$ cat src/rtl/nts_pkg.sv
// Shared types, character codes and constants for the numeric token scanner.
`default_nettype none
package nts_pkg;

    // Token value and line counter widths
    localparam int TOKEN_BITS = 16;
    localparam int LINE_BITS  = 16;

    // Character codes
    localparam logic [7:0] CH_TAB   = 8'h09;
    localparam logic [7:0] CH_LF    = 8'h0A;
    localparam logic [7:0] CH_CR    = 8'h0D;
    localparam logic [7:0] CH_SPACE = 8'h20;
    localparam logic [7:0] CH_HASH  = 8'h23;
    localparam logic [7:0] CH_DOLLAR = 8'h24;
    localparam logic [7:0] CH_PLUS  = 8'h2B;
    localparam logic [7:0] CH_MINUS = 8'h2D;
    localparam logic [7:0] CH_0     = 8'h30;
    localparam logic [7:0] CH_9     = 8'h39;
    localparam logic [7:0] CH_UA    = 8'h41;
    localparam logic [7:0] CH_UF    = 8'h46;
    localparam logic [7:0] CH_UX    = 8'h58;
    localparam logic [7:0] CH_LA    = 8'h61;
    localparam logic [7:0] CH_LF_HEX = 8'h66;
    localparam logic [7:0] CH_LX    = 8'h78;

    // Final status codes
    localparam logic [1:0] ST_OK        = 2'd0;
    localparam logic [1:0] ST_MALFORMED = 2'd1;
    localparam logic [1:0] ST_COUNT     = 2'd2;

    typedef enum logic [1:0] {
        SCAN_BETWEEN = 2'd0,
        SCAN_WORD    = 2'd1,
        SCAN_COMMENT = 2'd2,
        SCAN_STOPPED = 2'd3
    } t_scan_phase;

    typedef enum logic [2:0] {
        WP_EMPTY  = 3'd0,
        WP_PREFIX = 3'd1,
        WP_SIGNED = 3'd2,
        WP_ZERO   = 3'd3,
        WP_X      = 3'd4,
        WP_DIGITS = 3'd5
    } t_word_phase;

    // Running scanner state
    typedef struct packed {
        t_scan_phase            scan_phase;
        t_word_phase            word_phase;
        logic                   use_hex;
        logic                   is_negative;
        logic [TOKEN_BITS-1:0]  accumulator;
        logic                   word_bad;
        logic [1:0]             count_mod_three;
        logic [LINE_BITS-1:0]   newline_count;
    } t_scan_state;

    localparam t_scan_state SCAN_STATE_RESET = '{
        scan_phase:      SCAN_BETWEEN,
        word_phase:      WP_EMPTY,
        use_hex:         1'b0,
        is_negative:     1'b0,
        accumulator:     '0,
        word_bad:        1'b0,
        count_mod_three: 2'd0,
        newline_count:   '0
    };

    // One result beat
    typedef struct packed {
        logic                   token_valid;
        logic [TOKEN_BITS-1:0]  token_value;
        logic                   done_res;
        logic [1:0]             status;
        logic [LINE_BITS-1:0]   error_line;
    } t_result;

endpackage
`default_nettype wire

$ cat src/rtl/nts_in_if.sv
// Character input channel: valid/ready handshake with one source character.
`default_nettype none
interface nts_in_if;
    logic       valid;
    logic       ready;
    logic [7:0] char_code;
    logic       last_char;

    modport source (output valid, output char_code, output last_char, input ready);
    modport sink   (input valid, input char_code, input last_char, output ready);
endinterface
`default_nettype wire

$ cat src/rtl/nts_out_if.sv
// Result output channel: valid/ready handshake with token and status fields.
`default_nettype none
interface nts_out_if;
    logic        valid;
    logic        ready;
    logic        token_valid;
    logic [15:0] token_value;
    logic        done_res;
    logic [1:0]  status;
    logic [15:0] error_line;

    modport source (output valid, output token_valid, output token_value,
                     output done_res, output status, output error_line, input ready);
    modport sink   (input valid, input token_valid, input token_value,
                     input done_res, input status, input error_line, output ready);
endinterface
`default_nettype wire

$ cat src/rtl/nts_step.sv
// Next-state and result logic for one source character.
`default_nettype none
module nts_step
    import nts_pkg::*;
(
    input  t_scan_state i_state,
    input  logic [7:0]  i_char,
    input  logic        i_last,
    output t_scan_state o_state,
    output t_result     o_res,
    output logic        o_res_valid
);

    logic                  w_is_sep;
    logic                  w_dig_ok;
    logic [3:0]            w_dig;
    logic [TOKEN_BITS-1:0] w_acc_next;

    // Word separators: whitespace or comment mark
    always_comb begin
        w_is_sep = (i_char == CH_SPACE) || (i_char inside {[CH_TAB:CH_CR]}) ||
                   (i_char == CH_HASH);
    end

    // Digit decode in the current base
    always_comb begin
        w_dig_ok = 1'b0;
        w_dig    = 4'd0;
        if (i_char inside {[CH_0:CH_9]}) begin
            w_dig_ok = 1'b1;
            w_dig    = 4'(i_char - CH_0);
        end else if (i_state.use_hex && (i_char inside {[CH_LA:CH_LF_HEX]})) begin
            w_dig_ok = 1'b1;
            w_dig    = 4'(i_char - CH_LA + 8'd10);
        end else if (i_state.use_hex && (i_char inside {[CH_UA:CH_UF]})) begin
            w_dig_ok = 1'b1;
            w_dig    = 4'(i_char - CH_UA + 8'd10);
        end
    end

    // Accumulate: times 16 is a shift, times 10 is two shifted adds
    always_comb begin
        if (i_state.use_hex) begin
            w_acc_next = (i_state.accumulator << 4) | TOKEN_BITS'(w_dig);
        end else begin
            w_acc_next = (i_state.accumulator << 3) + (i_state.accumulator << 1) +
                         TOKEN_BITS'(w_dig);
        end
    end

    // Main step
    always_comb begin
        t_scan_state s;
        logic        finish;
        logic        error;
        logic        tok_ok;
        s           = i_state;
        finish      = 1'b0;
        error       = 1'b0;
        tok_ok      = 1'b0;
        o_res       = '0;
        o_res_valid = 1'b0;

        if (i_state.scan_phase == SCAN_STOPPED) begin
            if (i_last) begin
                s = SCAN_STATE_RESET;
            end
        end else begin
            if (i_state.scan_phase == SCAN_COMMENT) begin
                if (i_char == CH_LF) begin
                    s.scan_phase = SCAN_BETWEEN;
                end
            end else if (w_is_sep) begin
                // newline and '#' both count a line, saturating
                if ((i_char == CH_LF || i_char == CH_HASH) && (s.newline_count != '1)) begin
                    s.newline_count = s.newline_count + LINE_BITS'(1);
                end
                finish       = (i_state.scan_phase == SCAN_WORD);
                s.scan_phase = (i_char == CH_HASH) ? SCAN_COMMENT : SCAN_BETWEEN;
            end else begin
                s.scan_phase = SCAN_WORD;
                // feed one character into the word
                if (!i_state.word_bad) begin
                    if (i_state.word_phase == WP_EMPTY && i_char == CH_DOLLAR) begin
                        s.use_hex    = 1'b1;
                        s.word_phase = WP_PREFIX;
                    end else if ((i_state.word_phase == WP_EMPTY ||
                                  i_state.word_phase == WP_PREFIX) &&
                                 (i_char == CH_PLUS || i_char == CH_MINUS)) begin
                        s.is_negative = (i_char == CH_MINUS);
                        s.word_phase  = WP_SIGNED;
                    end else if (i_state.word_phase == WP_ZERO &&
                                 (i_char == CH_LX || i_char == CH_UX)) begin
                        s.word_phase = WP_X;
                    end else if (!w_dig_ok) begin
                        s.word_bad = 1'b1;
                    end else if (i_state.word_phase == WP_DIGITS ||
                                 i_state.word_phase == WP_ZERO) begin
                        s.accumulator = w_acc_next;
                        s.word_phase  = WP_DIGITS;
                    end else begin
                        s.accumulator = TOKEN_BITS'(w_dig);
                        s.word_phase  = (i_state.use_hex && w_dig == 4'd0 &&
                                         i_state.word_phase != WP_X) ? WP_ZERO : WP_DIGITS;
                    end
                end
            end

            // a word still open at the end is flushed
            if (i_last && s.scan_phase == SCAN_WORD) begin
                finish = 1'b1;
            end

            if (finish) begin
                tok_ok = !s.word_bad && (s.word_phase == WP_ZERO || s.word_phase == WP_DIGITS);
                if (tok_ok) begin
                    o_res.token_valid = 1'b1;
                    o_res.token_value = s.is_negative ? (TOKEN_BITS'(0) - s.accumulator)
                                                      : s.accumulator;
                    s.count_mod_three = (s.count_mod_three == 2'd2) ? 2'd0
                                                                    : s.count_mod_three + 2'd1;
                end else begin
                    error            = 1'b1;
                    o_res.done_res   = 1'b1;
                    o_res.status     = ST_MALFORMED;
                    o_res.error_line = s.newline_count;
                end
                s.word_phase  = WP_EMPTY;
                s.use_hex     = 1'b0;
                s.is_negative = 1'b0;
                s.accumulator = '0;
                s.word_bad    = 1'b0;
            end

            if (i_last && !error) begin
                o_res.done_res   = 1'b1;
                o_res.status     = (s.count_mod_three != 2'd0) ? ST_COUNT : ST_OK;
                o_res.error_line = (s.count_mod_three != 2'd0) ? s.newline_count : '0;
            end

            o_res_valid = o_res.token_valid || o_res.done_res;

            if (i_last) begin
                s = SCAN_STATE_RESET;
            end else if (error) begin
                s.scan_phase = SCAN_STOPPED;
            end
        end
        o_state = s;
    end

endmodule
`default_nettype wire

$ cat src/rtl/nts_out_reg.sv
// Result register between the scanner logic and the output channel.
`default_nettype none
module nts_out_reg
    import nts_pkg::*;
(
    input  logic      i_clk,
    input  logic      i_rst_n,
    input  logic      i_load,
    input  t_result   i_res,
    output logic      o_can_take,
    nts_out_if.source o_res
);

    logic    r_valid;
    logic    n_valid;
    t_result r_res;

    // Register is free when empty or when its beat leaves this cycle
    assign o_can_take = !r_valid || o_res.ready;
    assign n_valid    = i_load || (r_valid && !o_res.ready);

    // Valid flag
    always_ff @(posedge i_clk) begin
        if (!i_rst_n) begin
            r_valid <= 1'b0;
        end else begin
            r_valid <= n_valid;
        end
    end

    // Payload
    always_ff @(posedge i_clk) begin
        if (i_load) begin
            r_res <= i_res;
        end
    end

    assign o_res.valid       = r_valid;
    assign o_res.token_valid = r_res.token_valid;
    assign o_res.token_value = r_res.token_value;
    assign o_res.done_res    = r_res.done_res;
    assign o_res.status      = r_res.status;
    assign o_res.error_line  = r_res.error_line;

endmodule
`default_nettype wire

$ cat src/rtl/numeric_token_scanner.sv
// Top level of the numeric token scanner.
//
// Input channel i_chr carries one source character per beat (char_code,
// last_char marks the end of the source). Output channel o_res carries at
// most one result per character: a completed token, a final status, or both.
// Words are decimal, or hex when they open with '$'; '#' opens a comment
// that runs to the newline. Values leave modulo 2^16.
//
// Latency: a result appears on o_res the cycle after the character that
// caused it is accepted. Throughput: one character per cycle, set by the
// single pass through the step logic into the result register.
// While a result waits in the output register and o_res.ready is low, no
// further character is taken; a character accepted in the same cycle that
// the waiting beat leaves keeps the rate at one per cycle.
// A malformed word reports status 1 with its line, then the block discards
// characters until the one marked last_char, which rearms it silently.
// Synchronous reset (i_rst_n low) returns the scan state to between-words
// with all counts cleared and empties the output register.
`default_nettype none
module numeric_token_scanner
    import nts_pkg::*;
(
    input  logic     i_clk,
    input  logic     i_rst_n,
    nts_in_if.sink   i_chr,
    nts_out_if.source o_res
);

    t_scan_state r_state;
    t_scan_state n_state;
    t_result     w_res;
    logic        w_res_valid;
    logic        w_can_take;
    logic        w_fire;

    assign i_chr.ready = w_can_take;
    assign w_fire      = i_chr.valid && w_can_take;

    // Per-character step logic
    nts_step u_step (
        .i_state     (r_state),
        .i_char      (i_chr.char_code),
        .i_last      (i_chr.last_char),
        .o_state     (n_state),
        .o_res       (w_res),
        .o_res_valid (w_res_valid)
    );

    // Scanner state register
    always_ff @(posedge i_clk) begin
        if (!i_rst_n) begin
            r_state <= SCAN_STATE_RESET;
        end else if (w_fire) begin
            r_state <= n_state;
        end
    end

    // Result register
    nts_out_reg u_out (
        .i_clk      (i_clk),
        .i_rst_n    (i_rst_n),
        .i_load     (w_fire && w_res_valid),
        .i_res      (w_res),
        .o_can_take (w_can_take),
        .o_res      (o_res)
    );

    // A bad word is only ever held while inside that word
    a_bad_in_word: assert property (@(posedge i_clk) disable iff (!i_rst_n)
        r_state.word_bad |-> r_state.scan_phase == SCAN_WORD)
        else $error("word_bad set outside a word");

    // Token counter stays modulo three
    a_count_range: assert property (@(posedge i_clk) disable iff (!i_rst_n)
        r_state.count_mod_three != 2'd3)
        else $error("count_mod_three out of range");

    // The final character always rearms the scanner
    a_last_rearms: assert property (@(posedge i_clk) disable iff (!i_rst_n)
        w_fire && i_chr.last_char |=> r_state == SCAN_STATE_RESET)
        else $error("state not cleared after last character");

    // A stopped scanner produces no result
    a_stopped_quiet: assert property (@(posedge i_clk) disable iff (!i_rst_n)
        r_state.scan_phase == SCAN_STOPPED |-> !w_res_valid)
        else $error("result produced while stopped");

    // Between words nothing is pending
    a_between_clear: assert property (@(posedge i_clk) disable iff (!i_rst_n)
        r_state.scan_phase == SCAN_BETWEEN |->
            (r_state.word_phase == WP_EMPTY && r_state.accumulator == '0))
        else $error("word state left over between words");

endmodule
`default_nettype wire

$ cat src/flat_wrapper.sv
// flat-port wrapper written by rule: the top's interface ports become plain ports
module numeric_token_scanner_flat import nts_pkg::*;
  (i_clk, i_rst_n, i_chr_valid, i_chr_char_code, i_chr_last_char, i_chr_ready, o_res_valid, o_res_token_valid, o_res_token_value, o_res_done_res, o_res_status, o_res_error_line, o_res_ready);
  nts_in_if i_chr_i ();
  nts_out_if o_res_i ();
  input  logic i_clk;
  input  logic i_rst_n;
  input wire logic [$bits(i_chr_i.valid)-1:0] i_chr_valid;
  input wire logic [$bits(i_chr_i.char_code)-1:0] i_chr_char_code;
  input wire logic [$bits(i_chr_i.last_char)-1:0] i_chr_last_char;
  output wire logic [$bits(i_chr_i.ready)-1:0] i_chr_ready;
  output wire logic [$bits(o_res_i.valid)-1:0] o_res_valid;
  output wire logic [$bits(o_res_i.token_valid)-1:0] o_res_token_valid;
  output wire logic [$bits(o_res_i.token_value)-1:0] o_res_token_value;
  output wire logic [$bits(o_res_i.done_res)-1:0] o_res_done_res;
  output wire logic [$bits(o_res_i.status)-1:0] o_res_status;
  output wire logic [$bits(o_res_i.error_line)-1:0] o_res_error_line;
  input wire logic [$bits(o_res_i.ready)-1:0] o_res_ready;
  assign i_chr_i.valid = i_chr_valid;
  assign i_chr_i.char_code = i_chr_char_code;
  assign i_chr_i.last_char = i_chr_last_char;
  assign i_chr_ready = i_chr_i.ready;
  assign o_res_valid = o_res_i.valid;
  assign o_res_token_valid = o_res_i.token_valid;
  assign o_res_token_value = o_res_i.token_value;
  assign o_res_done_res = o_res_i.done_res;
  assign o_res_status = o_res_i.status;
  assign o_res_error_line = o_res_i.error_line;
  assign o_res_i.ready = o_res_ready;
  numeric_token_scanner u_core (.i_clk(i_clk), .i_rst_n(i_rst_n), .i_chr(i_chr_i), .o_res(o_res_i));
endmodule
$ cat config.mk
export PLATFORM = sky130hd
export DESIGN_NAME = numeric_token_scanner_flat
export DESIGN_NICKNAME = d
export VERILOG_FILES = /design/src/rtl/nts_pkg.sv /design/src/rtl/nts_in_if.sv /design/src/rtl/nts_out_if.sv /design/src/rtl/nts_step.sv /design/src/rtl/nts_out_reg.sv /design/src/rtl/numeric_token_scanner.sv /design/src/flat_wrapper.sv
export SDC_FILE = /design/constraint.sdc
export NUM_CORES = 1
export LEC_CHECK = 0
export BUFFER_PORTS_ARGS = -buffer_cell sky130_fd_sc_hd__buf_2
export CORE_AREA = 2 2 110 123
export DETAILED_ROUTE_END_ITERATION = 8
export DIE_AREA = 0 0 112 125
export PLACE_DENSITY = 0.61
export REMOVE_ABC_BUFFERS = 1
export SETUP_SLACK_MARGIN = 0.4
export SYNTH_ARGS = -nofsm -noshare
export SYNTH_HDL_FRONTEND = slang
export SYNTH_SLANG_ARGS = --single-unit
$ cat constraint.sdc
create_clock -name i_clk -period 5.3 [get_ports i_clk]
set_clock_uncertainty 0.15 [all_clocks]
set_input_delay 0.265 -clock i_clk [delete_from_list [all_inputs] [get_ports i_clk]]
set_output_delay 0.265 -clock i_clk [all_outputs]
set_load 0.03 [all_outputs]
---- Word-level counts from Yosys, hierarchy flattened ----
Index checks and enable logic that the tools add are counted.
storage, ports and cells
  register bits ........................... 79
  bits in latches ......................... 0
  bits in writable memories ............... 0
  bits in read-only memories .............. 0
  bits of input ports ..................... 13
  output and inout port bits .............. 38
  word-level logic and storage cells ...... 155
  memories kept ........................... 0
operators by class
  add/sub/neg operators ................... 10
  $mul .................................... 0
  divide/modulo/power cells ............... 0
  magnitude comparators ................... 8
  equal/unequal tests ..................... 24
  shift-type cells ........................ 0
  multiplexer cells ....................... 59
  bitwise operators ....................... 1
  reductions and logical operators ........ 39
operators with widths
  kind                                                                   count
  16-bit two-way mux                                                     8
  22-bit two-way mux                                                     4
  42-bit two-way mux                                                     2
  36-bit two-way mux                                                     2
  19-bit two-way mux                                                     3
  17-bit two-way mux                                                     3
  24-bit two-way mux                                                     2
  8-bit by 6-bit == test with 1-bit output, second input constant        5
  40-bit two-way mux                                                     1
  2-bit two-way mux                                                      10
  1-bit logical AND                                                      18
  18-bit two-way mux                                                     1
  3-bit two-way mux                                                      6
  16-bit by 1-bit adder with 16-bit output, second input constant        1
  16-bit adder                                                           1
  16-bit by 4-bit adder with 16-bit output                               1
  8-bit by 7-bit == test with 1-bit output, second input constant        2
  8-bit by 7-bit >= comparator with 1-bit output, second input constant  2
  8-bit by 7-bit <= comparator with 1-bit output, second input constant  2
  16-bit inequality test, second input constant                          1
  16-bit by 4-bit bitwise OR with 16-bit output                          1
  1-bit by 16-bit subtractor with 16-bit output, first input constant    1
  1-bit two-way mux                                                      14
  4-bit two-way mux                                                      3
  other kinds (24)                                                       47

---- Logic depth before layout (Yosys ltp) ----
Gate-level depths: netlist (run 1).
  depth in word-level cells ............... 33
  gate-level depth with buffers ........... 19
  depth with buffers taken out ............ 19

---- Hierarchy ----
From an unflattened synthesis (run 1), not the netlist that was laid out.
unflattened totals
  cell total of the unflattened synthesis .. 779
  area total of the unflattened synthesis .. 6,349.8 µm²
by module, submodules not included
  module                 instances  cells an instance  area each (µm²)  sequential area each (µm²)
  nts_step               1          546                3,398.3          0.0
  numeric_token_scanner  1          193                1,821.7          840.8
  nts_out_reg            1          40                 1,129.8          1,101.1

---- Worst setup path after synthesis (run 1) ----
No wires, ideal clock.
  path kind ............................... in2reg
  start ................................... input port i_chr_char_code[7]
  end ..................................... register u_core.u_out.r_res, in the netlist u_core.u_out.o_res.done_res, enable pin
  setup time .............................. 0.474 ns
  arrival ................................. 4.046 ns
  required time ........................... 4.676 ns
  setup slack ............................. 0.630 ns
  cell stages on the path ................. 7
  path buffers ............................ 1
  path through ............................ or4b_1 buf_2 nor3_2 nor2_2 nor2_1 a21oi_1 nor3_1
between the ends
  word-level cells in the longest chain between the ends .. 32
  elaborated cells on any way between the ends .. 82
  classes of those cells .................. 8 x order compare; 11 x eq/ne; 39 x mux; 24 x reduce/logical
RTL lines
  what                                                                                                                     line                         source
  from (decl)                                                                                                              flat_wrapper.sv:9            input wire logic [$bits(i_chr_i.char_code)-1:0] i_chr_char_code;
  8-bit by 7-bit >= comparator with 1-bit output / 8-bit by 7-bit <= comparator with 1-bit output (equally long branches)  nts_step.sv:35               end else if (i_state.use_hex && (i_char inside {[CH_UA:CH_UF]})) begin
  1-bit logical AND (2 in a row)                                                                                           nts_step.sv:35
  4-bit two-way mux                                                                                                        nts_step.sv:35
  4-bit two-way mux                                                                                                        nts_step.sv:32               end else if (i_state.use_hex && (i_char inside {[CH_LA:CH_LF_HEX]})) begin
  4-bit two-way mux                                                                                                        nts_step.sv:29               if (i_char inside {[CH_0:CH_9]}) begin
  4-bit logical NOT                                                                                                        nts_step.sv:103              s.word_phase = (i_state.use_hex && w_dig == 4'd0 &&
  1-bit logical AND (2 in a row)                                                                                           nts_step.sv:103
  3-bit two-way mux                                                                                                        nts_step.sv:104              i_state.word_phase != WP_X) ? WP_ZERO : WP_DIGITS;
  [15 not listed]                                                                                                          n/a
  1-bit logical NOT                                                                                                        nts_step.sv:135              if (i_last && !error) begin
  1-bit logical AND                                                                                                        nts_step.sv:135
  19-bit two-way mux                                                                                                       nts_step.sv:135
  19-bit two-way mux                                                                                                       nts_step.sv:64               if (i_state.scan_phase == SCAN_STOPPED) begin
  1-bit logical OR *                                                                                                       nts_step.sv:141              o_res_valid = o_res.token_valid || o_res.done_res;
  1-bit two-way mux *                                                                                                      nts_step.sv:64
  1-bit logical AND *                                                                                                      numeric_token_scanner.sv:62  .i_load (w_fire && w_res_valid),
  via u_core.u_out.i_load                                                                                                  nts_out_reg.sv:8             input logic i_load,
  to (signal assigned)                                                                                                     nts_out_reg.sv:34            r_res <= i_res;
  to (decl)                                                                                                                nts_out_reg.sv:16            t_result r_res;
The timed path passes the listed nets; every way through them passes the cells marked *. The select of a mux whose other input is x is not followed.
A chain may end at the register's enable or synchronous reset.

---- Worst setup path after layout (run 1) ----
  start ................................... input port i_chr_char_code[0]
  end ..................................... register u_core.u_out.r_res, in the netlist u_core.u_out.o_res.token_value[15] (data pin)
between the ends
  word-level cells in the longest chain between the ends .. 25
  elaborated cells on any way between the ends .. 84
  classes of those cells .................. 7 x add/sub; 8 x order compare; 11 x eq/ne; 37 x mux; 1 x bitwise; 20 x reduce/logical
RTL lines
  what                                                                                               line             source
  parallel branches: the longest is 23 deep, another holds 16-bit by 4-bit adder with 16-bit output  n/a
  36-bit two-way mux *                                                                               nts_step.sv:114  if (finish) begin
  36-bit two-way mux *                                                                               nts_step.sv:64
Every way passes the cells marked *. The select of a mux whose other input is x is not followed.

==> results of run 1 <==
-- layer usage --
metal	up-vias	GRT usage, %	wire length [um]
li1	2442	-	-
met1	2296	25.8	6360
met2	123	33.0	6680
met3	12	2.42	557
met4	0	6.03	144
met5	-	0	0
-- flip-flops by register name, indices dropped and copies added, names as in the netlist --
| register | flops |
|---|---|
| u_core.u_out.o_res.done_res | 1 |
| u_core.u_out.o_res.status | 2 |
| u_core.u_out.o_res.error_line | 16 |
| u_core.u_out.o_res.token_valid | 1 |
| u_core.u_out.o_res.token_value | 16 |
| u_core.u_out.o_res.valid | 1 |
| u_core.r_state | 42 |
-- through the flow --
step                setup slack, ns  hold WS [ns]  util, %  power, uW  std cells
global route                  0.377         0.211     49.2       1410        847
finish                        0.667         0.214     49.2       1360        847
global placement              0.261         0.313     46.6        784        830
CTS                           0.476         0.198     48.9       1380        846
detailed placement            0.130         0.336     46.6        786        830
floorplan                     0.519         0.237        -        742        612
-- worst min-delay path by stage --
stage                              endpoint  cells past startpoint
6_report       u_core.u_out.o_res.status[1]                      2
5_1_grt        u_core.u_out.o_res.status[1]                      2
4_1_cts        u_core.u_out.o_res.status[1]                      2
3_5_place_dp             u_core.r_state[35]                      2
3_3_place_gp             u_core.r_state[35]                      2
2_1_floorplan             u_core.r_state[0]                      1
-- logic make-up (layout without fill, tap and decap cells) --
kind of cell               after synthesis  count (layout)  synth area share (%)
adders and majority gates               35              35                  8.03
DFF                                     79              79                  34.4
muxes                                    8               8                  1.44
AOI/OAI and AO/OA                      175             175                  22.1
xor gates and xnor gates                41              41                  6.37
buffers and inverters                   46              87                  3.46
and+or+nand+nor                        261             261                  24.2
-- layout by cell type, fill, tap and decap left out, types with 4 or more instances in the layout --
master     Yosys  final
nand2b_1       8      8
o21ai_0       40     39
a22o_1         4      4
clkbuf_16      0     10
buf_2          5     50
nor3b_1        6      6
and3_1         9      9
o21a_1         4      4
a31oi_1        7      7
a21o_1         8      8
o31ai_1        6      6
nor3_1        20     18
a22oi_1        9      9
dfxtp_1       43     43
inv_1         13     13
xor2_1        25     25
a21boi_0       5      5
mux2i_1        7      7
nand3_1       12     12
nor2b_1       21     21
ha_1          33     33
buf_4          2      8
o211ai_1       9      9
edfxtp_1      36     36
xnor2_1       16     16
nor2_1        69     69
a21oi_1       37     34
or3_1          4      4
nand2_1       58     58
nor4_1         4      4
and3b_1        5      5
and2_1        21     21
nand4_1        4      4
-- report_power, final --
part	internal, uW	switching (uW)
logic	34.5	86.6
registers	646	5.34
clock network	357	234
total	1040	326
-- timing repair --
| item | CTS | global route |
|---|---|---|
| setup endpoints to repair | 0 | 5 |
| setup buffers | 0 | 1 |
| gates resized for setup | 0 | 9 |
-- cell type report --
type                       instances  area share [%]
clock inverter                     3           0.276
tap                              161            3.18
timing repair buffer              58            4.89
sequential                        79            30.6
multi-input combinational        520            56.0
clock buffer                      13            4.28
inverter                          13           0.770
==> flow_summary_export.csv, run 1 <==
group,metric,value,unit
clock_tree,clk_latency,0.34,ns
clock_tree,cts_buffers,9,
synthesis,synth.top_cells.by_area,"edfxtp_1 19%, dfxtp_1 15%, ha_1 7.3%",
synthesis,synth_top_area_share,19.2,%
drt,num_vias,4873,
floorplanning,die_h,125,um
sta,maxSlewViolCount,0,
critical_path,reg2reg_depth,15,
critical_path,setup.worst_path.class,"in -> reg",
floorplanning,core_area,12900,um^2
synthesis,yosys_register_bits,79,
clock_tree,cts.sinks,79,
layout,n_fill_cell,1257,
synthesis,async_flop_share,0,%
sta,hold_viol,0,
layout,regArea,1940,um^2
synthesis,yosys.area.top_type,"edfxtp_1",
place,dp_hpwl,9.97,mm
critical_path,reg2reg_slack,0.77,ns
drt,drc,0,
synthesis,synth_edf_count,36,
layout,final_area,6340,um^2
drt,drt-initial-drc-count,342,
synthesis,ys_types,80,
critical_path,path_cells,"buf_2 -> ha_1 -> or4b_2 -> o32ai_1 -> a22oi_1 -> inv_1 -> ha_1 -> ha_1 -> fa_1 -> a211oi_2 -> nor2_1 -> o211a_1 -> a211oi_2 -> o21ai_2 -> nor3_4 -> nand4_2 -> o41ai_2 -> xor2_1 -> nor2_1",
grt,track_usage,19.4,%
sta,rsz0062_at_grt,"yes",
place,postPlaceCellArea,6010,um^2
floorplanning,floorplan.die.width,112,um
clock_tree,clk_pin_slew,0.06,ns
drt,finalWirelength,13.7,mm
sta,tns,0,ns
layout,drive_gt1_share,14.9,%
critical_path,r2r-start,"u_core.r_state[36]",
sta,worstMarginPinSlew,1.14,ns
grt,grt_pass1_vias,4465,
critical_path,critical_path_buf_inv_count,2,
worst_hold_path,hold_path_class,"in -> reg",
clock_tree,cts-root-buf,"clkbuf_16",
run,max_cap_violations,0,
outcome,status,"complete, no violations",
layout,antennaDiodeCount,0,
critical_path,path_max_fanout,9,
worst_hold_path,holdCritStartpoint,"i_chr_last_char",
floorplanning,dieArea,14000,um^2
synthesis,yosys_warnings,0,
drt,wl_per_cell,16.2,um
clock_tree,cts_hold_buffers,0,
layout,nNetsFinal,729,
clock_tree,cts_tree,"done",
synthesis,syn_inst,645,
sta,post-route-min-period,4.63,ns
synthesis,synth.most_common_cell,"nor2_1",
critical_path,cpPeakStageDelay,0.61,ns
sta,period_share,87.4,%
synthesis,synth_ff_type,"dfxtp_1",
critical_path,critPathLaunchType,"primary input",
place,port_buffers,50,
synthesis,syn_area_per_cell,8.74,um^2
sta,setup-violations-final,0,
drt,drtAntennaViolNets,0,
grt,grt-ovfl-total,0,
place,gp_congestion,0.911,
layout,syn_to_final_growth,12.4,%
floorplanning,start_util,43.8,%
floorplanning,pin_count,51,
synthesis,yosysSeqAreaShare,34.4,%
sta,slew_headroom,23.9,%
critical_path,crit_start,"i_chr_char_code[0]",
critical_path,arrival,4.55,ns
clock_tree,htreeDepth,3,
synthesis,mappedNetlistArea,5640,um^2
grt,grt_pass1_wl,22.5,mm
power,irDropWorstVdd,172,uV
layout,multi_input_area,3550,um^2
critical_path,crit_end,"u_core.u_out.o_res.token_value[15]",
critical_path,crit_path_top_delay_cell,"or4b_2",
synthesis,synth_commonest_cells,"69 x nor2_1, 58 x nand2_1, 43 x dfxtp_1, 40 x o21ai_0, 37 x a21oi_1",
critical_path,r2r-end,"u_core.u_out.o_res.token_value[15]",
drt,routed_via_density,5.75,
critical_path,worst-path-stages,19,
grt,antenna_found_initial,0,
critical_path,crit_path_frequent_cell,"ha_1",
critical_path,cp-end-kind,"register",
sta,fmax,216,MHz
drt,drt-pass1-iter-count,6,
power,power_density,215,nW/um^2
critical_path,critPathTopFamily,"compound AO/OA/AOI/OAI gates",
grt,grt_start_max_net_pins,43,
power,p_leak,0.00249,uW
clock_tree,clock_tree.buffer_depth,2,
floorplanning,rows,44,
critical_path,cp.required,5.22,ns
Power figures use the tool's default switching activity.
==> run 2, diff against run 1 <==
--- a/config.mk
+++ b/config.mk
@@ -6,12 +6,13 @@
 export NUM_CORES = 1
 export LEC_CHECK = 0
 export BUFFER_PORTS_ARGS = -buffer_cell sky130_fd_sc_hd__buf_2
-export CORE_AREA = 2 2 110 123
+export CORE_AREA = 2 2 117 130
 export DETAILED_ROUTE_END_ITERATION = 8
-export DIE_AREA = 0 0 112 125
+export DIE_AREA = 0 0 119 132
 export PLACE_DENSITY = 0.61
 export REMOVE_ABC_BUFFERS = 1
 export SETUP_SLACK_MARGIN = 0.4
 export SYNTH_ARGS = -nofsm -noshare
 export SYNTH_HDL_FRONTEND = slang
+export SYNTH_HIERARCHICAL = 1
 export SYNTH_SLANG_ARGS = --single-unit
==> run 2 against run 1 <==
- register-to-register slack lost 0.06 ns
- die area grew 12%
- critical path depth shrank 4
- hold slack gained 0.058 ns
- synthesized area grew 13%
- clock-buffer cell count shrank 2
- power grew 4.6%
- maximum frequency grew 1.0%
- sequential share of layout area shrank 2.8 points
- first-iteration DRC count grew 91%
- critical path type is now reg -> reg
==> flow_summary_export.csv, run 2 <==
group,metric,value,unit
outcome,status,"complete, no violations",
power,switchingPower,363,uW
synthesis,yosys_warnings,6,
critical_path,cp-end-kind,"register",
sta,setup-violations-final,0,
run,max_cap_violations,0,
layout,mostFrequentLayoutCell,"nand2_1",
power,p_int,1060,uW
synthesis,synth_edf_count,36,
layout,nNetsFinal,849,
clock_tree,clock_tree.buffer_depth,2,
sta,slew_headroom,24.7,%
critical_path,critPathLaunchType,"register",
layout,regMostFlops,"u_core/r_state",
synthesis,yosysSeqAreaShare,30.6,%
synthesis,yosys.area.top_type,"edfxtp_1",
power,power_frac_seq,46.0,%
floorplanning,floorplan.die.width,119,um
critical_path,arrival,4.49,ns
power,p_comb_share,10.5,%
synthesis,synth_ff_type,"dfxtp_1",
layout,antennaDiodeCount,0,
synthesis,synth.most_common_cell,"nand2_1",
critical_path,cp.required,5.21,ns
drt,wl_per_cell,16.7,um
synthesis,ys_types,78,
grt,grt_pass1_vias,5671,
sta,tns,0,ns
floorplanning,pin_count,51,
grt,grt_pass1_wl,27.8,mm
synthesis,mappedNetlistArea,6350,um^2
place,gp_congestion,0.893,
synthesis,syn_inst,779,
drt,num_vias,6055,
power,p_leak,0.00254,uW
clock_tree,clk_latency,0.33,ns
synthesis,yosys_register_bits,79,
sta,rsz0062_at_grt,"no",
power,power_density,204,nW/um^2
power,total_power,1430,uW
sta,post-route-min-period,4.59,ns
drt,drc,0,
floorplanning,start_util,44.3,%
drt,finalWirelength,16.6,mm
synthesis,syn_area_per_cell,8.15,um^2
power,irDropWorstVdd,169,uV
sta,fmax,218,MHz
sta,maxSlewViolCount,0,
clock_tree,cts_buffers,9,
clock_tree,cts-root-buf,"clkbuf_16",
power,switching_share,25.4,%
worst_hold_path,hold_path_class,"in -> reg",
floorplanning,die_h,132,um
drt,drt-pass1-iter-count,6,
synthesis,synth_commonest_cells,"97 x nand2_1, 93 x nor2_1, 49 x nand4_1, 43 x dfxtp_1, 40 x o21ai_2",
clock_tree,post_cts_buffers,0,
layout,drive_gt1_share,17.1,%
sta,worstMarginPinSlew,1.13,ns
drt,drtAntennaViolNets,0,
layout,layout_common_cells,"97 x nand2_1, 92 x nor2_1, 50 x buf_2",
grt,antenna_found_initial,0,
layout,largest_reg_flops,42,
place,port_buffers,50,
synthesis,synth.top_cells.by_area,"edfxtp_1 17%, dfxtp_1 14%, ha_1 6.3%",
clock_tree,htreeDepth,3,
layout,final_area,6980,um^2
clock_tree,cts.sinks,79,
drt,drt-initial-drc-count,652,
layout,syn_to_final_growth,9.97,%
floorplanning,core_area,14300,um^2
power,power_frac_clock,43.5,%
clock_tree,clk_pin_slew,0.06,ns
sta,hold_viol,0,
floorplanning,rows,46,
grt,grt-ovfl-total,0,
grt,grt_start_max_net_pins,59,
critical_path,reg2reg_depth,15,
floorplanning,dieArea,15700,um^2
critical_path,path_max_fanout,6,
drt,routed_via_density,6.06,
place,dp_hpwl,11.6,mm
clock_tree,cts_tree,"done",
critical_path,setup.worst_path.class,"reg -> reg",
sta,period_share,86.5,%
synthesis,async_flop_share,0,%
grt,track_usage,21.2,%
place,postPlaceCellArea,6640,um^2
synthesis,synth_top_area_share,17.0,%
worst_hold_path,whs_path_depth,3,
-- run 2: cell type report --
cell class                      instances  area [um^2]
Fill cell                            1391         7350
Multi-Input combinational cell        625         4070
Sequential cell                        79         1940
Timing Repair Buffer                   61          333
Clock buffer                           11          243
Tap cell                              192          240
Inverter                               26         97.6
Clock inverter                          5         57.6
-- run 2: critical path, cell delays in order, from the launching register on --
cell and delay (ns):
dfxtp_1 0.33, nor4bb_2 0.36, and4_2 0.35, o22ai_1 0.12, fa_1 0.50, inv_1 0.07, fa_1 0.47, a211oi_1 0.32
o21ai_1 0.22, a41oi_1 0.30, xnor2_1 0.15, o21ai_0 0.13, nor4_2 0.39, a41oi_1 0.19, xor2_1 0.20, nor2_1 0.05
-- run 2: cells by family after synthesis --
kind of cell,synth area share [%]
XOR/XNOR,6.62
multiplexers,1.28
buffers and inverters,6.19
adder cells (fa/ha/maj),6.94
flip-flops,30.6
AND/OR/NAND/NOR,26.8
AO/OA/AOI/OAI,21.6
-- run 2: power by group through the flow --
stage	logic (uW)	registers (uW)	clock network (uW)
floorplan	60.6	695	0
global placement	146	670	0
detailed placement	148	670	0
CTS	148	657	636
global route	162	658	658
finish	150	657	621
-- run 2: final timing paths --
path / from / to / slack, ns
worst max-delay path: u_core/r_state[36] / u_core/u_out/o_res.token_value[15] / 0.71
worst min-delay path: i_rst_n / u_core/r_state[0] / 0.27
worst max register to register: u_core/r_state[36] / u_core/u_out/o_res.token_value[15] / 0.71
worst min register to register: u_core/r_state[35] / u_core/r_state[35] / 0.34
-- run 2: through the flow --
| stage | hold slack [ns] | util (%) | instances | setup WS, ns |
|---|---|---|---|---|
| 3_3_place_gp | 0.322 | 46.3 | 983 | 0.464 |
| 2_1_floorplan | 0.255 | - | 730 | 0.409 |
| 4_1_cts | 0.268 | 48.4 | 999 | 0.483 |
| 3_5_place_dp | 0.330 | 46.3 | 983 | 0.315 |
| 5_1_grt | 0.306 | 48.7 | 999 | 0.429 |
| 6_report | 0.273 | 48.7 | 999 | 0.714 |
-- run 2: repair_timing --
action | 4_1_cts | 5_1_grt
hold buffers | 0 | 0
endpoints found under the setup margin | 0 | 6
resized for setup | 0 | 10
-- run 2: per-layer routing --
layer  part of all wire [%]  global-route usage, %  wire (um)  vias up
met2                     49                   37.4       8210      210
met3                    5.3                   2.25        882       41
li1                       -                      -          -     2917
met4                    2.6                   7.47        425        0
met5                      0                      0          0        -
met1                     43                   26.8       7120     2887
==> run 3, diff against run 2 <==
--- a/config.mk
+++ b/config.mk
@@ -10,6 +10,7 @@
 export DETAILED_ROUTE_END_ITERATION = 8
 export DIE_AREA = 0 0 119 132
 export PLACE_DENSITY = 0.61
+export RECOVER_POWER = 100
 export REMOVE_ABC_BUFFERS = 1
 export SETUP_SLACK_MARGIN = 0.4
 export SYNTH_ARGS = -nofsm -noshare
==> run 3 against run 2 <==
- the run now ends with max-capacitance violations, max-slew violations left
- sequential cell count unchanged
- core utilization is 1.5 points lower
- combinational power down 7%
- clock-buffer cell count is the same
- worst setup slack worse by 0.20 ns
- critical path depth increased by 3
- largest cell class unchanged
- global-route usage is the same
==> flow_summary_export.csv, run 3 (synthesized netlist as in run 2, its figures left out) <==
group,metric,value,unit
critical_path,critPathLaunchType,"primary input",
drt,drt-initial-drc-count,643,
clock_tree,post_cts_buffers,0,
critical_path,cp.required,5.21,ns
layout,layout_common_cells,"97 x nand2_1, 92 x nor2_1, 67 x o21ai_0",
critical_path,setup.worst_path.class,"in -> reg",
drt,finalWirelength,16.8,mm
layout,mostFrequentLayoutCell,"nand2_1",
sta,hold_viol,0,
drt,num_vias,5994,
run,max_cap_violations,4,
power,p_comb_share,9.8,%
floorplanning,floorplan.die.width,119,um
floorplanning,rows,46,
clock_tree,clk_latency,0.33,ns
worst_hold_path,hold_path_class,"in -> reg",
place,dp_hpwl,11.6,mm
place,gp_congestion,0.893,
grt,antenna_found_initial,0,
clock_tree,cts-root-buf,"clkbuf_16",
outcome,status,"complete, but fails checks",
drt,wl_per_cell,16.8,um
place,place_ws,0.315,ns
layout,largest_reg_flops,42,
power,switchingPower,359,uW
power,power_frac_seq,46.4,%
floorplanning,core_area,14300,um^2
outcome,violations,"max-capacitance violations, max-slew violations",
clock_tree,cts_buffers,9,
grt,grt_start_max_net_pins,59,
power,power_frac_clock,43.8,%
sta,maxSlewViolCount,145,
critical_path,arrival,4.70,ns
critical_path,cp-end-kind,"register",
power,switching_share,25.3,%
floorplanning,dieArea,15700,um^2
sta,tns,0,ns
layout,nNetsFinal,849,
sta,setup-violations-final,0,
sta,finalWorstSetupSlack,0.512,ns
layout,n_fill_cell,1461,
power,p_leak,0.00235,uW
grt,grt-ovfl-total,0,
drt,drtAntennaViolNets,0,
sta,rsz0062_at_grt,"no",
sta,worstMarginPinSlew,1.98,ns
clock_tree,cts_tree,"done",
grt,track_usage,21.2,%
floorplanning,pin_count,51,
clock_tree,htreeDepth,3,
layout,antennaDiodeCount,0,
floorplanning,die_h,132,um
sta,period_share,90.3,%
drt,drt-pass1-iter-count,5,
place,port_buffers,50,
sta,fmax,209,MHz
clock_tree,clock_tree.buffer_depth,2,
clock_tree,clk_pin_slew,0.06,ns
layout,regMostFlops,"u_core/r_state",
layout,drive_gt1_share,7.06,%
layout,syn_to_final_growth,6.64,%
floorplanning,start_util,44.3,%
power,irDropWorstVdd,168,uV
power,power_density,209,nW/um^2
place,postPlaceCellArea,6640,um^2
critical_path,path_max_fanout,7,
sta,slew_headroom,-32.0,%
grt,grt_pass1_wl,27.8,mm
clock_tree,cts.sinks,79,
sta,post-route-min-period,4.79,ns
drt,drc,0,
power,total_power,1420,uW
grt,grt_pass1_vias,5671,
layout,final_area,6770,um^2
drt,routed_via_density,6.00,
power,p_int,1060,uW
==> run 3: cell types whose count changed in the layout (fill, tap and decap cells not counted), sizes merged <==
cell | before | now
buf | 61 | 18
clkbuf | 11 | 54
==> run 3: what timing repair did <==
item / in CTS / in global routing
hold buffers: 0 / 0
endpoints found under the setup margin: 0 / 6
resized for setup: 0 / 10
==> run 3: worst paths after layout <==
path | cells past startpoint | startpoint | to | slack, ns
setup reg to reg | 15 | u_core/r_state[36] | u_core/u_out/o_res.token_value[15] | 0.59
hold / removal | 3 | i_rst_n | u_core/r_state[0] | 0.27
hold reg to reg | 2 | u_core/r_state[35] | u_core/r_state[35] | 0.35
setup / recovery | 18 | i_chr_char_code[0] | u_core/u_out/o_res.token_value[15] | 0.51
==> run 3: stage by stage <==
step,hold WS (ns),cells,utilization [%]
2_1_floorplan,0.255,730,-
3_3_place_gp,0.322,983,46.3
3_5_place_dp,0.330,983,46.3
4_1_cts,0.268,999,48.4
5_1_grt,0.312,999,47.2
6_report,0.270,999,47.2
==> run 3: power groups by stage <==
stage	Sequential, uW	Clock (uW)	Combinational, uW
3_5_place_dp	670	0	148
6_report	657	621	139
5_1_grt	659	658	152
4_1_cts	657	636	148
3_3_place_gp	670	0	146
2_1_floorplan	695	0	60.6
==> run 3: final cells by class <==
class                   instances  area, um^2  share of cell area, %
clock buffers                  11         243                   3.58
flip-flops and latches         79        1940                   28.7
well taps                     192         240                   3.55
multi-input cells             625        3930                   58.0
repair buffers                 61         267                   3.94
clock inverters                 5        57.6                  0.850
inverters                      26        97.6                   1.44
==> run 3: worst max-delay path, cell delays in order <==
cell      delay [ns]
clkbuf_1        0.25
inv_1           0.12
ha_1            0.30
or3b_1          0.21
and4_1          0.32
o22ai_1         0.14
fa_1            0.50
inv_1           0.07
fa_1            0.47
a211oi_1        0.30
o21ai_0         0.29
a41oi_1         0.34
xnor2_1         0.15
o21ai_0         0.14
nor4_2          0.40
a41oi_1         0.20
xor2_1          0.20
nor2_1          0.05
==> run 3: per-layer routing <==
metal	GRT usage, %	wire length, um	vias to the layer above
li1	-	-	2911
met1	26.8	7430	2876
met2	37.4	8210	171
met3	2.25	704	36
met4	7.47	422	0
met5	0	0	-
